===== config.mk =====
export PLATFORM = sky130hd
export DESIGN_NAME = bpi_ctrl
export DESIGN_NICKNAME = d
export VERILOG_FILES = /design/src/rtl/bpi_pkg.sv /design/src/rtl/bpi_ctrl.sv
export VERILOG_INCLUDE_DIRS = /design/src /design/src/rtl
export SDC_FILE = /design/constraint.sdc
export NUM_CORES = 1
export LEC_CHECK = 0
export BUFFER_PORTS_ARGS = -buffer_cell sky130_fd_sc_hd__buf_2
export CAP_MARGIN = 40
export CORE_UTILIZATION = 47
export CTS_CLUSTER_DIAMETER = 60
export CTS_CLUSTER_SIZE = 25
export DETAILED_ROUTE_END_ITERATION = 7
export PLACE_DENSITY = 0.86
export SYNTH_ARGS = -nofsm -noshare
export SYNTH_HDL_FRONTEND = slang
export SYNTH_SLANG_ARGS = --single-unit

===== constraint.sdc =====
create_clock -name clock -period 1.5 [get_ports clock]
set_input_delay 0.15 -clock clock [delete_from_list [all_inputs] [get_ports clock]]
set_output_delay 0.15 -clock clock [all_outputs]
set_load 0.02 [all_outputs]

===== src/rtl/breakpoint_table_linear_interpolator_macros.svh =====
// Assertion macros shared by the breakpoint interpolator RTL.
`ifndef BREAKPOINT_TABLE_LINEAR_INTERPOLATOR_MACROS_SVH
`define BREAKPOINT_TABLE_LINEAR_INTERPOLATOR_MACROS_SVH

`ifndef SYNTH

// Same-cycle implication, disabled while reset is high.
`define BPI_ASSERT_IMPL(lbl, clk, rst, ante, cons) \
   lbl: assert property (@(posedge clk) disable iff (rst) (ante) |-> (cons)) \
      else $error("assertion failed");

// Next-cycle implication, disabled while reset is high.
`define BPI_ASSERT_NEXT(lbl, clk, rst, ante, cons) \
   lbl: assert property (@(posedge clk) disable iff (rst) (ante) |=> (cons)) \
      else $error("assertion failed");

`else

`define BPI_ASSERT_IMPL(lbl, clk, rst, ante, cons)
`define BPI_ASSERT_NEXT(lbl, clk, rst, ante, cons)

`endif

`endif


===== src/rtl/bpi_pkg.sv =====
// Types and constants shared by the breakpoint interpolator modules.
`timescale 1ns / 1ps
`default_nettype none

package bpi_pkg;

   localparam int KEY_BITS   = 32;
   localparam int VALUE_BITS = 32;
   localparam int FRAC_BITS  = 16;
   localparam int STEP_W     = $clog2(FRAC_BITS);
   // Signed fraction (FRAC_BITS + 1) times signed value difference (VALUE_BITS + 1).
   localparam int PROD_W     = FRAC_BITS + VALUE_BITS + 2;
   localparam int REQ_DATA_W = KEY_BITS + VALUE_BITS;

   typedef enum logic [1:0] {
      CMD_CLEAR  = 2'd0,
      CMD_APPEND = 2'd1,
      CMD_EVAL   = 2'd2,
      CMD_IGNORE = 2'd3
   } cmd_type;

   typedef enum logic [1:0] {
      ST_OK     = 2'd0,
      ST_RANGE  = 2'd1,
      ST_REJECT = 2'd2
   } status_type;

   typedef enum logic [3:0] {
      S_IDLE,
      S_DECODE,
      S_PROBE,
      S_COMPARE,
      S_UPPER,
      S_LOWER,
      S_DIVIDE,
      S_MULTIPLY,
      S_ACCUM,
      S_FINISH
   } state_type;

   typedef enum logic [1:0] {
      ADDR_MID,
      ADDR_LO,
      ADDR_LO_PREV
   } addr_sel_type;

   typedef enum logic [2:0] {
      RES_OK_ZERO,
      RES_RANGE,
      RES_REJECT,
      RES_HIT,
      RES_INTERP
   } res_sel_type;

   typedef struct packed {
      logic         load_req;
      logic         clear_tbl;
      logic         write_entry;
      logic         search_init;
      logic         search_step;
      logic         save_upper;
      logic         div_init;
      logic         div_step;
      logic         mul_load;
      logic         set_result;
      res_sel_type  res_sel;
      addr_sel_type addr_sel;
      logic         out_load;
   } ctrl_cmd_type;

   typedef struct packed {
      cmd_type cmd;
      logic    append_ok;
      logic    table_empty;
      logic    search_more;
      logic    key_hit;
      logic    bracket_ok;
   } dp_status_type;

endpackage

`default_nettype wire


===== src/rtl/bpi_ctrl.sv =====
// Controller state machine sequencing clear, append and evaluate requests.
`timescale 1ns / 1ps
`default_nettype none

module bpi_ctrl (
   input  wire logic                   clock,
   input  wire logic                   reset,
   input  wire logic                   req_tvalid,
   output      logic                   req_tready,
   output      logic                   rsp_tvalid,
   input  wire logic                   rsp_tready,
   input  wire bpi_pkg::dp_status_type sts,
   output      bpi_pkg::ctrl_cmd_type  cmd
);
   import bpi_pkg::*;

   `include "breakpoint_table_linear_interpolator_macros.svh"

   state_type         state_ff, state_in;
   logic [STEP_W-1:0] step_ff, step_in;
   logic              rsp_valid_ff, rsp_valid_in;
   logic              out_free;

   assign out_free = !rsp_valid_ff || rsp_tready;

   // Next state.
   always_comb begin
      state_in = state_ff;
      case (state_ff)
         S_IDLE: begin
            if (req_tvalid) begin
               state_in = S_DECODE;
            end
         end
         S_DECODE: begin
            if (sts.cmd == CMD_EVAL && !sts.table_empty) begin
               state_in = S_PROBE;
            end else begin
               state_in = S_FINISH;
            end
         end
         S_PROBE: begin
            state_in = sts.search_more ? S_COMPARE : S_UPPER;
         end
         S_COMPARE: state_in = S_PROBE;
         S_UPPER: begin
            if (sts.key_hit || !sts.bracket_ok) begin
               state_in = S_FINISH;
            end else begin
               state_in = S_LOWER;
            end
         end
         S_LOWER: state_in = S_DIVIDE;
         S_DIVIDE: begin
            if (step_ff == STEP_W'(FRAC_BITS - 1)) begin
               state_in = S_MULTIPLY;
            end
         end
         S_MULTIPLY: state_in = S_ACCUM;
         S_ACCUM:    state_in = S_FINISH;
         S_FINISH: begin
            if (out_free) begin
               state_in = S_IDLE;
            end
         end
         default: state_in = S_IDLE;
      endcase
   end

   // Commands to the datapath.
   always_comb begin
      cmd          = '0;
      cmd.res_sel  = RES_OK_ZERO;
      cmd.addr_sel = ADDR_MID;
      req_tready   = 1'b0;
      case (state_ff)
         S_IDLE: begin
            req_tready   = 1'b1;
            cmd.load_req = req_tvalid;
         end
         S_DECODE: begin
            cmd.set_result = 1'b1;
            case (sts.cmd)
               CMD_CLEAR: begin
                  cmd.clear_tbl = 1'b1;
               end
               CMD_APPEND: begin
                  if (sts.append_ok) begin
                     cmd.write_entry = 1'b1;
                  end else begin
                     cmd.res_sel = RES_REJECT;
                  end
               end
               CMD_EVAL: begin
                  if (sts.table_empty) begin
                     cmd.res_sel = RES_RANGE;
                  end else begin
                     cmd.set_result  = 1'b0;
                     cmd.search_init = 1'b1;
                  end
               end
               default: cmd.res_sel = RES_OK_ZERO;
            endcase
         end
         S_PROBE: begin
            cmd.addr_sel = sts.search_more ? ADDR_MID : ADDR_LO;
         end
         S_COMPARE: begin
            cmd.search_step = 1'b1;
         end
         S_UPPER: begin
            cmd.addr_sel = ADDR_LO_PREV;
            if (sts.key_hit) begin
               cmd.set_result = 1'b1;
               cmd.res_sel    = RES_HIT;
            end else if (!sts.bracket_ok) begin
               cmd.set_result = 1'b1;
               cmd.res_sel    = RES_RANGE;
            end else begin
               cmd.save_upper = 1'b1;
            end
         end
         S_LOWER:    cmd.div_init = 1'b1;
         S_DIVIDE:   cmd.div_step = 1'b1;
         S_MULTIPLY: cmd.mul_load = 1'b1;
         S_ACCUM: begin
            cmd.set_result = 1'b1;
            cmd.res_sel    = RES_INTERP;
         end
         S_FINISH: begin
            cmd.out_load = out_free;
         end
         default: cmd = '0;
      endcase
   end

   always_comb begin
      step_in = step_ff;
      if (state_ff == S_LOWER) begin
         step_in = '0;
      end else if (state_ff == S_DIVIDE) begin
         step_in = step_ff + STEP_W'(1);
      end
      rsp_valid_in = rsp_valid_ff;
      if (cmd.out_load) begin
         rsp_valid_in = 1'b1;
      end else if (rsp_tready) begin
         rsp_valid_in = 1'b0;
      end
   end

   always_ff @(posedge clock) begin
      if (reset) begin
         state_ff     <= S_IDLE;
         step_ff      <= '0;
         rsp_valid_ff <= 1'b0;
      end else begin
         state_ff     <= state_in;
         step_ff      <= step_in;
         rsp_valid_ff <= rsp_valid_in;
      end
   end

   assign rsp_tvalid = rsp_valid_ff;

   `BPI_ASSERT_NEXT(a_accept_decodes, clock, reset, req_tvalid && req_tready, state_ff == S_DECODE)
   `BPI_ASSERT_NEXT(a_load_shows, clock, reset, cmd.out_load, rsp_valid_ff)
   `BPI_ASSERT_NEXT(a_div_count, clock, reset, state_ff == S_LOWER, step_ff == '0)

endmodule

`default_nettype wire


==> reports/results.ini <==
[yosys]
postSynthCellCount = 90
ys_seq_area_share_pct = 24.12
synth_ff_type = dfxtp_1
netlist_area_sq_um = 747.0
avgSynthCellArea_sq_um = 8.300
synthArstFlopShare_pct = 0
synth_edf_count = 0
syn_nets = 105
synth_cell_types = 39
yosys_register_bits = 9
yosysWarnings = 0

[sta]
slew_headroom_pct = 74.31
finalMaxSlewViolations = 0
finalHoldWorstSlack_ns = 0.1344
finalSetupViolCount = 9
tightest_slew_ns = 0.3847
finalClockSkew_ns = 0.002699
period_share_pct = 106.3
fin_crit_ns = 1.594
rsz0062_at_grt = yes
hold_viol = 0
setup_ws_ns = -0.09428
clock.fmax_mhz = 627.2

[clock_network]
cts_buffers = 3
hold_buffers = 0
insertion_delay_ns = 0.26
cts_root_buf = clkbuf_4
cts_buffer_depth = 2
cts_tree = built
htree_levels = 1
clkSlewWorstSetupHoldPaths_ns = 0.06
cts_sinks = 9

[worst_setup_path]
criticalPathCategory = flop to output pin
cp-start-kind = flop
crit_end = cmd[3]
reg2reg_setup_slack_ns = -0.03
r2r.worst_path.cells = 7
worstPathMaxFanout = 5
worstPathRequired_ns = 1.35
crit_path_end_kind = output pin
arrival_ns = 1.44
r2r-end = state_ff[3]$_SDFFE_PP0P_
crit_start = state_ff[3]$_SDFFE_PP0P_
r2r-start = state_ff[3]$_SDFFE_PP0P_

[final_layout]
area.growth.synth_to_final_pct = 55.44
drive_gt1_share_pct = 52.59
layout_commonest_cell = buf_4
fin_util_pct = 77.98
layout_common_cells = buf_4, buf_2, nor2_1
final_area_sq_mm = 0.001161
fin_nets = 151
num-fill-cells = 90
antennaDiodeCount = 0

[route]
wl_per_cell_microns = 15.34
via_per_inst = 5.768
drtPass1Iterations = 4
ant_nets = 0
route.vias.total = 871
dr.first_iter.drc_count = 47
postRouteWirelength_mm = 2.316
route.detailed.drc = 0

[run]
maxCapViolations = 0

[die]
dieArea_sq_mm = 0.001753
die_h_microns = 41.87
rows = 14
coreArea_sq_mm = 0.001489
pin_count = 29
die_w_microns = 41.87
start_util_pct = 50.17

[power_and_ir_drop]
ir_drop_mv = 0.6270
power-per-cell-area_mw_per_mm2 = 659.4
sw_frac_of_total_pct = 34.04
p_leak_uw = 0.0005452
p_sw_uw = 260.6
clkPwrFrac_pct = 24.4
power_frac_seq_pct = 35.1
combPwrFrac_pct = 40.5
internal_power_uw = 505.0

[global_route]
antenna_found_initial = 0
grt_pass1_vias = 836
gr-total-overflow = 0
grt_usage_pct = 27.01
grt_pass1_wl_mm = 3.615
grt_max_degree = 13

[run_status]
violations = negative setup slack
status = finished, violations left

[hold_path]
hold_class = input port to flop

[placed_design]
io_buffers = 28
place_congestion = 0.8101
placed_area_sq_um = 932.1
dp_hpwl_mm = 1.305

==> metrics by stage <==
step	setup slack, ns	TNS, ns	cells	total power, uW
6_report	-0.09428	-0.4401	151	765.7
4_1_cts	-0.05388	-0.1970	149	741.1
3_5_place_dp	0.001948	0	135	511.1
5_1_grt	-0.2009	-1.385	151	814.8
3_3_place_gp	0.007487	0	135	503.2
2_1_floorplan	0.02036	0	90	430.8
==> cells in the mapped netlist, types with 3 or more instances <==
cell type / count / area (sq um)
buf_2: 3 / 15.01
o21ai_1: 3 / 15.01
ha_1: 4 / 50.05
inv_1: 4 / 15.01
dfxtp_1: 9 / 180.2
nor3_1: 3 / 15.01
nand2b_1: 4 / 25.02
buf_4: 3 / 22.52
nor2_1: 10 / 37.54
a21oi_1: 3 / 15.01
nand2_1: 6 / 22.52
==> final cells by class <==
class	count	area, sq um	area share [%]
flip-flops and latches	9	195.2	16.81
multi-input cells	69	556.8	47.95
clock buffers	4	26.28	2.263
repair buffers	48	341.6	29.42
inverters	5	21.27	1.832
well taps	16	20.02	1.724
==> worst max-delay path, stage by stage, from the launching register on <==
cell	delay [ns]
dfxtp_4	0.37
nor4b_4	0.35
nand2_1	0.15
o21ai_1	0.15
buf_4	0.16
==> what timing repair did <==
action | CTS | global route
setup buffers | 10 | 2
endpoints found under the setup margin | 15 | 16
pin swaps | 6 | 5
gates resized for setup | 20 | 14
==> cell families after synthesis <==
group	count (synthesis)	share of synthesized area (%)
buffers and inverters	12	9.043
AOI/OAI and AO/OA	13	13.57
xor gates and xnor gates	3	3.518
and+or+nand+nor	47	40.37
DFF	9	24.12
muxes	2	2.680
adders and majority gates	4	6.700
==> how the worst min path moves through the flow <==
stage | from | endpoint | cells after the start
floorplan | reset | state_ff[3]$_SDFFE_PP0P_ | 1
global placement | reset | state_ff[3]$_SDFFE_PP0P_ | 2
detailed placement | reset | state_ff[3]$_SDFFE_PP0P_ | 2
CTS | reset | state_ff[3]$_SDFFE_PP0P_ | 2
global route | reset | state_ff[3]$_SDFFE_PP0P_ | 2
finish | reset | state_ff[3]$_SDFFE_PP0P_ | 2
==> state kept, by name, indices dropped and copies added, names as in the netlist <==
signal and count:
rsp_tvalid 1, state_ff 4, step_ff 4
==> layer usage <==
metal	track usage, %	vias to the layer above	part of all wire, %
li1	-	409	-
met1	30.38	420	39
met3	8.696	6	4.9
met5	0	-	0
met4	9.032	0	2.5
met2	47.50	36	53
==> power by group through the flow <==
stage	Clock, uW	Sequential, uW	Combinational [uW]
floorplan	0	261	170
global placement	0	273	230
detailed placement	0	274	237
CTS	194	267	280
global route	215	270	329
finish	187	269	310
Power figures use the tool's default switching activity.
